## config.mk

```make
export PLATFORM = sky130hd
export DESIGN_NAME = data_run_list_decoder
export DESIGN_NICKNAME = d
export VERILOG_FILES = /design/src/hdl/drld_pkg.sv /design/src/hdl/drld_core.sv /design/src/hdl/drld_outq.sv /design/src/hdl/data_run_list_decoder.sv
export SDC_FILE = /design/constraint.sdc
export NUM_CORES = 2
export LEC_CHECK = 0
export BUFFER_PORTS_ARGS = -buffer_cell sky130_fd_sc_hd__buf_2
export CAP_MARGIN = 20
export CORE_MARGIN = 10
export CORE_UTILIZATION = 56
export DETAILED_ROUTE_END_ITERATION = 10
export PLACE_DENSITY = 0.82
export SLEW_MARGIN = 20
export SYNTH_ARGS = -nofsm -noshare
export SYNTH_HDL_FRONTEND = slang
export SYNTH_SLANG_ARGS = --single-unit
```

## constraint.sdc

```tcl
create_clock -name i_clk -period 7.9 [get_ports i_clk]
set_clock_uncertainty 0.15 [all_clocks]
set_input_delay 0.395 -clock i_clk [delete_from_list [all_inputs] [get_ports i_clk]]
set_output_delay 0.395 -clock i_clk [all_outputs]
set_load 0.02 [all_outputs]
```

## src/hdl/drld_pkg.sv

```systemverilog
package drld_pkg;

    // default width of the internal run counter
    localparam int unsigned COUNT_WIDTH_DEF = 16;

    // depth of the result queue in front of the output port
    localparam int unsigned OUTQ_DEPTH = 4;
    localparam int unsigned OUTQ_PTR_W = $clog2(OUTQ_DEPTH);
    localparam int unsigned OUTQ_FILL_W = $clog2(OUTQ_DEPTH + 1);

    // widest field that is actually assembled, in bytes
    localparam logic [3:0] FIELD_MAX_BYTES = 4'd8;

    localparam logic [7:0] HEADER_END = 8'h00;

    // item kinds
    localparam logic KIND_RUN = 1'b0;
    localparam logic KIND_END = 1'b1;

    // end-of-list reasons
    localparam logic [1:0] END_ZERO_HEADER = 2'd0;
    localparam logic [1:0] END_STREAM_BOUNDARY = 2'd1;
    localparam logic [1:0] END_TRUNCATED = 2'd2;

    typedef struct packed {
        logic [7:0] data_byte;
        logic       first_of_list;
        logic       last_of_stream;
    } t_in_item;

    typedef struct packed {
        logic        item_kind;
        logic [63:0] start_cluster;
        logic [63:0] run_span;
        logic [15:0] run_count;
        logic [1:0]  end_reason;
        logic        oversize_seen;
        logic        last_result;
    } t_result;

    // up to two results produced by one byte, in delivery order
    typedef struct packed {
        logic [1:0] num;
        t_result    first;
        t_result    second;
    } t_push;

endpackage

```

## src/hdl/drld_core.sv

```systemverilog
module drld_core
    import drld_pkg::*;
#(
    parameter int unsigned COUNT_WIDTH = COUNT_WIDTH_DEF
) (
    input  logic     i_clk,
    input  logic     i_rst_n,
    input  logic     i_accept,
    input  t_in_item i_item,
    output t_push    o_push
);

    typedef enum logic [1:0] {
        PH_HEADER,
        PH_LENGTH,
        PH_OFFSET,
        PH_DONE
    } t_phase;

    t_phase                 r_phase, n_phase, e_phase;
    logic [3:0]             r_len_size, n_len_size, e_len_size;
    logic [3:0]             r_off_size, n_off_size, e_off_size;
    logic [3:0]             r_index, n_index, e_index;
    logic [63:0]            r_len_acc, n_len_acc, e_len_acc;
    logic [63:0]            r_off_acc, n_off_acc, e_off_acc;
    logic [63:0]            r_cluster, n_cluster, e_cluster;
    logic [COUNT_WIDTH-1:0] r_count, n_count, e_count;
    logic                   r_oversize, n_oversize, e_oversize;

    logic        finish;
    logic        run_fire;
    logic        sum_fire;
    logic        ended_now;
    logic [1:0]  sum_reason;
    logic [3:0]  index_inc;
    logic [7:0]  data;
    logic [2:0]  nb;
    logic [5:0]  sign_idx;
    logic        need_ext;
    logic [63:0] off_ext;
    logic [31:0] count_ext;
    t_result     run_res;
    t_result     sum_res;

    always_comb begin
        // a new list starts from the reset state
        if (i_item.first_of_list) begin
            e_phase    = PH_HEADER;
            e_len_size = '0;
            e_off_size = '0;
            e_index    = '0;
            e_len_acc  = '0;
            e_off_acc  = '0;
            e_cluster  = '0;
            e_count    = '0;
            e_oversize = 1'b0;
        end else begin
            e_phase    = r_phase;
            e_len_size = r_len_size;
            e_off_size = r_off_size;
            e_index    = r_index;
            e_len_acc  = r_len_acc;
            e_off_acc  = r_off_acc;
            e_cluster  = r_cluster;
            e_count    = r_count;
            e_oversize = r_oversize;
        end

        n_phase    = e_phase;
        n_len_size = e_len_size;
        n_off_size = e_off_size;
        n_index    = e_index;
        n_len_acc  = e_len_acc;
        n_off_acc  = e_off_acc;
        n_cluster  = e_cluster;
        n_count    = e_count;
        n_oversize = e_oversize;

        data       = i_item.data_byte;
        finish     = 1'b0;
        run_fire   = 1'b0;
        sum_fire   = 1'b0;
        ended_now  = 1'b0;
        sum_reason = END_ZERO_HEADER;
        index_inc  = e_index + 4'd1;

        unique case (e_phase)
            PH_HEADER: begin
                if (data == HEADER_END) begin
                    sum_fire   = 1'b1;
                    sum_reason = END_ZERO_HEADER;
                    n_phase    = PH_DONE;
                    ended_now  = 1'b1;
                end else begin
                    n_len_size = data[3:0];
                    n_off_size = data[7:4];
                    if (n_len_size > FIELD_MAX_BYTES || n_off_size > FIELD_MAX_BYTES) begin
                        n_oversize = 1'b1;
                    end
                    n_index   = '0;
                    n_len_acc = '0;
                    n_off_acc = '0;
                    if (n_len_size != 4'd0) begin
                        n_phase = PH_LENGTH;
                    end else if (n_off_size != 4'd0) begin
                        n_phase = PH_OFFSET;
                    end else begin
                        finish = 1'b1;
                    end
                end
            end
            PH_LENGTH: begin
                // bytes beyond the eighth are dropped
                if (!e_index[3]) begin
                    n_len_acc = e_len_acc | (64'(data) << {e_index[2:0], 3'b000});
                end
                n_index = index_inc;
                if (index_inc >= e_len_size) begin
                    n_index = '0;
                    if (e_off_size != 4'd0) begin
                        n_phase = PH_OFFSET;
                    end else begin
                        finish = 1'b1;
                    end
                end
            end
            PH_OFFSET: begin
                if (!e_index[3]) begin
                    n_off_acc = e_off_acc | (64'(data) << {e_index[2:0], 3'b000});
                end
                n_index = index_inc;
                if (index_inc >= e_off_size) begin
                    n_index = '0;
                    finish  = 1'b1;
                end
            end
            PH_DONE: begin
            end
            default: begin
            end
        endcase

        // sign extension of a one- to seven-byte offset
        nb       = n_off_size[2:0];
        need_ext = !n_off_size[3] && (n_off_size != 4'd0);
        sign_idx = {nb, 3'b000} - 6'd1;
        off_ext  = n_off_acc;
        if (need_ext && n_off_acc[sign_idx]) begin
            off_ext = n_off_acc | (~64'd0 << {nb, 3'b000});
        end

        if (finish) begin
            n_cluster = e_cluster + off_ext;
            if (e_count != '1) begin
                n_count = e_count + COUNT_WIDTH'(1);
            end
            n_phase  = PH_HEADER;
            run_fire = 1'b1;
        end

        if (i_item.last_of_stream && !ended_now && n_phase != PH_DONE) begin
            sum_fire   = 1'b1;
            sum_reason = (n_phase == PH_HEADER) ? END_STREAM_BOUNDARY : END_TRUNCATED;
            n_phase    = PH_DONE;
        end

        count_ext = 32'(n_count);

        run_res.item_kind     = KIND_RUN;
        run_res.start_cluster = n_cluster;
        run_res.run_span      = n_len_acc;
        run_res.run_count     = count_ext[15:0];
        run_res.end_reason    = END_ZERO_HEADER;
        run_res.oversize_seen = n_oversize;
        run_res.last_result   = !sum_fire;

        sum_res.item_kind     = KIND_END;
        sum_res.start_cluster = n_cluster;
        sum_res.run_span      = '0;
        sum_res.run_count     = count_ext[15:0];
        sum_res.end_reason    = sum_reason;
        sum_res.oversize_seen = n_oversize;
        sum_res.last_result   = 1'b1;

        o_push.num    = i_accept ? (2'(run_fire) + 2'(sum_fire)) : 2'd0;
        o_push.first  = run_fire ? run_res : sum_res;
        o_push.second = sum_res;
    end

    always_ff @(posedge i_clk) begin
        if (!i_rst_n) begin
            r_phase    <= PH_HEADER;
            r_len_size <= '0;
            r_off_size <= '0;
            r_index    <= '0;
            r_len_acc  <= '0;
            r_off_acc  <= '0;
            r_cluster  <= '0;
            r_count    <= '0;
            r_oversize <= 1'b0;
        end else if (i_accept) begin
            r_phase    <= n_phase;
            r_len_size <= n_len_size;
            r_off_size <= n_off_size;
            r_index    <= n_index;
            r_len_acc  <= n_len_acc;
            r_off_acc  <= n_off_acc;
            r_cluster  <= n_cluster;
            r_count    <= n_count;
            r_oversize <= n_oversize;
        end
    end

endmodule

```

## src/hdl/drld_outq.sv

```systemverilog
module drld_outq
    import drld_pkg::*;
(
    input  logic    i_clk,
    input  logic    i_rst_n,
    input  t_push   i_push,
    output logic    o_room,
    output logic    o_valid,
    input  logic    i_ready,
    output t_result o_item
);

    t_result                r_mem [OUTQ_DEPTH];
    logic [OUTQ_PTR_W-1:0]  r_head;
    logic [OUTQ_PTR_W-1:0]  r_tail;
    logic [OUTQ_FILL_W-1:0] r_fill;
    logic                   pop;

    // room for the two results a single byte can cause
    assign o_room  = (r_fill <= OUTQ_FILL_W'(OUTQ_DEPTH - 2));
    assign o_valid = (r_fill != '0);
    assign o_item  = r_mem[r_head];
    assign pop     = o_valid && i_ready;

    always_ff @(posedge i_clk) begin
        if (!i_rst_n) begin
            r_head <= '0;
            r_tail <= '0;
            r_fill <= '0;
        end else begin
            r_tail <= r_tail + OUTQ_PTR_W'(i_push.num);
            r_head <= r_head + OUTQ_PTR_W'(pop);
            r_fill <= r_fill + OUTQ_FILL_W'(i_push.num) - OUTQ_FILL_W'(pop);
        end
    end

    always_ff @(posedge i_clk) begin
        if (i_push.num != 2'd0) begin
            r_mem[r_tail] <= i_push.first;
        end
        if (i_push.num == 2'd2) begin
            r_mem[r_tail + OUTQ_PTR_W'(1)] <= i_push.second;
        end
    end

endmodule

```

## src/hdl/data_run_list_decoder.sv

```systemverilog
// data run list decoder
//
// input channel: i_valid / o_ready carry one byte of an encoded run list per
// transaction, with first_of_list marking the start of a new list and
// last_of_stream marking the final byte the stream allows
// output channel: o_valid / i_ready carry one result per transaction, either a
// decoded run (start cluster, length) or an end-of-list summary
// each input byte causes zero, one or two results; last_result marks the
// final result of a byte
// each result is written into the result queue when its byte is accepted
// throughput: one byte per cycle while o_ready is high; the state update
// (shift-or into an accumulator, or one 64-bit add into the running cluster)
// sits between the input port and a four-entry result queue
// o_ready falls while the queue has fewer than two free entries, so a stalled
// receiver holds the input side back without losing a result
// reset (synchronous, active low) clears the decoder state and empties the
// queue; the block is ready in the first cycle after reset
module data_run_list_decoder
    import drld_pkg::*;
#(
    parameter int unsigned COUNT_WIDTH = COUNT_WIDTH_DEF
) (
    input  logic     i_clk,
    input  logic     i_rst_n,
    input  logic     i_valid,
    output logic     o_ready,
    input  t_in_item i_item,
    output logic     o_valid,
    input  logic     i_ready,
    output t_result  o_item
);

    logic  accept;
    logic  room;
    t_push push;

    assign o_ready = room;
    assign accept  = i_valid && room;

    // header / length / offset decode and cluster accumulation
    drld_core #(
        .COUNT_WIDTH(COUNT_WIDTH)
    ) u_core (
        .i_clk   (i_clk),
        .i_rst_n (i_rst_n),
        .i_accept(accept),
        .i_item  (i_item),
        .o_push  (push)
    );

    // result queue decouples bursts of two results from a stalling receiver
    drld_outq u_outq (
        .i_clk  (i_clk),
        .i_rst_n(i_rst_n),
        .i_push (push),
        .o_room (room),
        .o_valid(o_valid),
        .i_ready(i_ready),
        .o_item (o_item)
    );

endmodule

```

==> out/metrics.yaml <==
synth_area_sq_um: 38900
coreArea_sq_um: 68700
grt_max_degree: 136
power_density_nw_per_um2: 278
syn_area_per_cell_sq_um: 10.4
cts-resized-gates: 0
status: "complete, no violations"
ys_async_sr_fraction_pct: 0
clk_path_buf_depth: 3
cts_tree: "yes"
cpLargestDelayFamily: "compound AO/OA/AOI/OAI gates"
critPathSlowestCell: "nor2_1"
fillers: 5340
dr.pass1.iters: 6
maxSlewViolCount: 0
worstMarginPinSlew_ps: 1230
min_period_ps: 7450
cellInternalPower_mw: 8.12
ant_nets: 0
clkLatencyLatePin_ps: 660
path_buf_inv: 3
cts-root-buf: "clkbuf_16"
drc: 0
slowest_delay_ps: 530
num_io_pins: 165
synth_warnings: 0
r2r_slack_ps: 450
min_from: "i_item[1]"
regArea_sq_um: 19900
totalPowerFinal_mw: 12.0
netlist_top_cells_area: "edfxtp_1 (26%), dfxtp_1 (25%), mux4_2 (8.6%), nor2_1 (6.1%), a22o_1 (3.6%)"
min_path_cells: 4
hp-class: "input port to flip-flop"
port_buffers: 164
yosys.area.top_type: "edfxtp_1"
stdcell_count: 4742
p_comb_share_pct: 25.7
crit_arrival_ps: 7710
path_max_fanout: 13
fin_util_pct: 62.9
wl_um: 110000
net-switching-power_mw: 3.91
dieHeight_um: 283
ctsHtreeMaxLevel: 3
dp_hpwl_um: 68100
hold_buffers: 6
pwr-share-clk_pct: 33.8
clkTransAtPathRegs_ps: 70
ys_ff_latch: 826
start_kind: "flip-flop"
p_leak_nw: 15.1
tns_ps: 0
r2r-end: "u_outq.r_mem[2][140]"
rsz0062_at_grt: "false"
ir_worst_vdd_v: 0.000210
drive_gt1_share_pct: 14.6
hold_viol: 0
yosysSeqAreaShare_pct: 51.1
gp_congestion: 0.988
place_inst: 4580
grt-ovfl-total: 0
maxSlewHeadroom_pct: 17.5
syn_nets: 3834
critPathRequiredTime_ps: 8160
switching_share_pct: 32.5
initial_core_util_pct: 56.6
maxCapViolations: 0
p_seq_share_pct: 40.5
r2r_start: "u_core.r_phase[1]"
globalRouteTotalUtil_pct: 26.5
wl_per_cell_um: 23.1
cts_buffers: 84
grt_first_pass_wirelength_um: 172000
via_per_inst: 6.46
fmax_ghz: 0.134
final-setup-viol-count: 0
rows: 96
netlist.area_leader.share_pct: 25.6
synth_cells: 3738
crit_type: "flip-flop to flip-flop"
grt_pass1_vias: 29900
holdWs_ps: 95.9
synth_cell_types: 84
holdPathEnd: "u_core.r_index[2]"
die_area_sq_um: 80400
nets: 3837
synth_ff_type: "dfxtp_1"
multi_input_comb_area_sq_um: 17800
period_share_pct: 94.3
dr_total_vias: 30700
antenna_found_initial: 6
die_w_um: 283
clkSinkCount: 826
area_growth_pct: 11.2
endpoint_kind: "flip-flop"
r2r_cells: 26
postCtsSetupRepairBufs: 0
first_iter_violations: 3856
synth-edff-count: 332
[layout by cell type (no fill, tap or decap), types with 28 or more instances in the layout]
cell | synthesis | final
clkbuf_16 | 0 | 84
a22o_1 | 160 | 160
a221o_1 | 56 | 56
nor3_1 | 33 | 30
edfxtp_1 | 332 | 332
ha_1 | 80 | 80
and2_1 | 49 | 48
a21oi_1 | 147 | 144
a21o_1 | 37 | 37
dfxtp_1 | 494 | 492
xnor2_1 | 49 | 49
inv_1 | 33 | 28
mux4_2 | 149 | 149
nand4_1 | 28 | 28
nor2b_1 | 84 | 84
buf_2 | 5 | 163
a22oi_1 | 179 | 179
buf_4 | 1 | 53
nand2_1 | 305 | 303
a211oi_1 | 46 | 46
o21ai_0 | 228 | 227
nor2_1 | 631 | 627
[worst max path at each step]
stage | cells past startpoint | start | endpoint
finish | 26 | u_core.r_phase[1] | u_outq.r_mem[2][140]
global route | 26 | u_core.r_phase[1] | u_outq.r_mem[3][140]
CTS | 26 | u_core.r_phase[1] | u_outq.r_mem[2][140]
detailed placement | 27 | i_item[1] | u_outq.r_mem[2][140]
global placement | 26 | i_item[1] | u_outq.r_mem[3][140]
floorplan | 21 | i_item[1] | u_outq.r_mem[0][10]
[through the flow]
stage / worst slack, ps / instance area [sq um]
2_1_floorplan: 543 / 38900
3_3_place_gp: 820 / 40400
3_5_place_dp: 670 / 40400
4_1_cts: 696 / 43200
5_1_grt: 80.4 / 43200
6_report: 453 / 43200
[cells by family after synthesis]
family                     after synthesis  share of synthesized area, %
and+or+nand+nor                       1239                          14.0
AOI/OAI and AO/OA                     1003                          18.1
DFF                                    826                          51.1
buffers and inverters                  347                          3.38
muxes                                  165                          9.04
adders and majority gates               82                          2.68
xor gates and xnor gates                76                          1.71
[registers in the layout, indices dropped and copies added (netlist names), 2 cells and up]
signal and count:
u_outq.r_head 2, u_core.r_len_size 4, u_core.r_off_acc 64, u_outq.r_mem 596, u_core.r_cluster 64, u_core.r_count 16, u_core.r_phase 2, u_core.r_index 4
u_outq.r_fill 3, u_core.r_off_size 4, u_core.r_len_acc 64, u_outq.r_tail 2
[worst reg2reg max path, stage by stage (launching register included)]
cell	delay (ps)
dfxtp_1	450
o21ba_2	310
a21oi_1	300
nor2_1	100
a21oi_1	350
ha_1	280
inv_1	50
ha_1	290
inv_1	70
nor2_1	140
a221oi_2	140
nor2_1	530
and2_1	440
a221o_1	190
ha_1	190
inv_1	70
fa_1	430
nor2b_1	210
o31ai_1	120
a31o_2	250
nor4b_2	280
o21ai_1	250
a2111o_1	520
a2111oi_2	420
o21ai_0	250
nor3b_1	200
a31o_2	230
[Yosys cell counts (16+ instances only)]
cell type  number
edfxtp_1      332
ha_1           80
a221o_1        56
o21ai_0       228
dfxtp_1       494
inv_1          33
a211oi_1       46
nor2b_1        84
o21bai_1       19
nand2_1       305
and2_1         49
buf_1          38
a21oi_1       147
a21o_1         37
xor2_1         27
clkbuf_1      268
mux4_2        149
a22oi_1       179
o21a_1         20
xnor2_1        49
nor3_1         33
nand4_1        28
nor2_1        631
mux2i_1        16
a22o_1        160
nand3_1        18
[final cells by class]
cell class / instances / area share, %
Clock inverter: 43 / 1.22
Tap cell: 931 / 2.69
Timing Repair Buffer: 230 / 3.32
Clock buffer: 111 / 5.28
Multi-Input combinational cell: 2565 / 41.2
Antenna cell: 2 / 0.0116
Inverter: 34 / 0.336
Sequential cell: 826 / 45.9
[power groups by stage]
| stage | logic [mW] | clock network [mW] | registers (mW) |
|---|---|---|---|
| after floorplan | 2.25 | 0 | 4.85 |
| after global placement | 3.05 | 0 | 4.96 |
| after detailed placement | 3.07 | 0 | 4.97 |
| after CTS | 3.10 | 4.10 | 4.88 |
| after global routing | 3.31 | 4.26 | 4.91 |
| final | 3.09 | 4.07 | 4.88 |
[metal layers]
layer | global-route usage [%] | share of wire [%] | vias to the layer above
li1 | - | - | 13800
met3 | 3.89 | 8.5 | 209
met1 | 35.5 | 40 | 15100
met4 | 9.87 | 3.2 | 6
met5 | 0 | 0.038 | -
met2 | 43.1 | 48 | 1542
No activity file was read; power rests on OpenSTA's default activity.
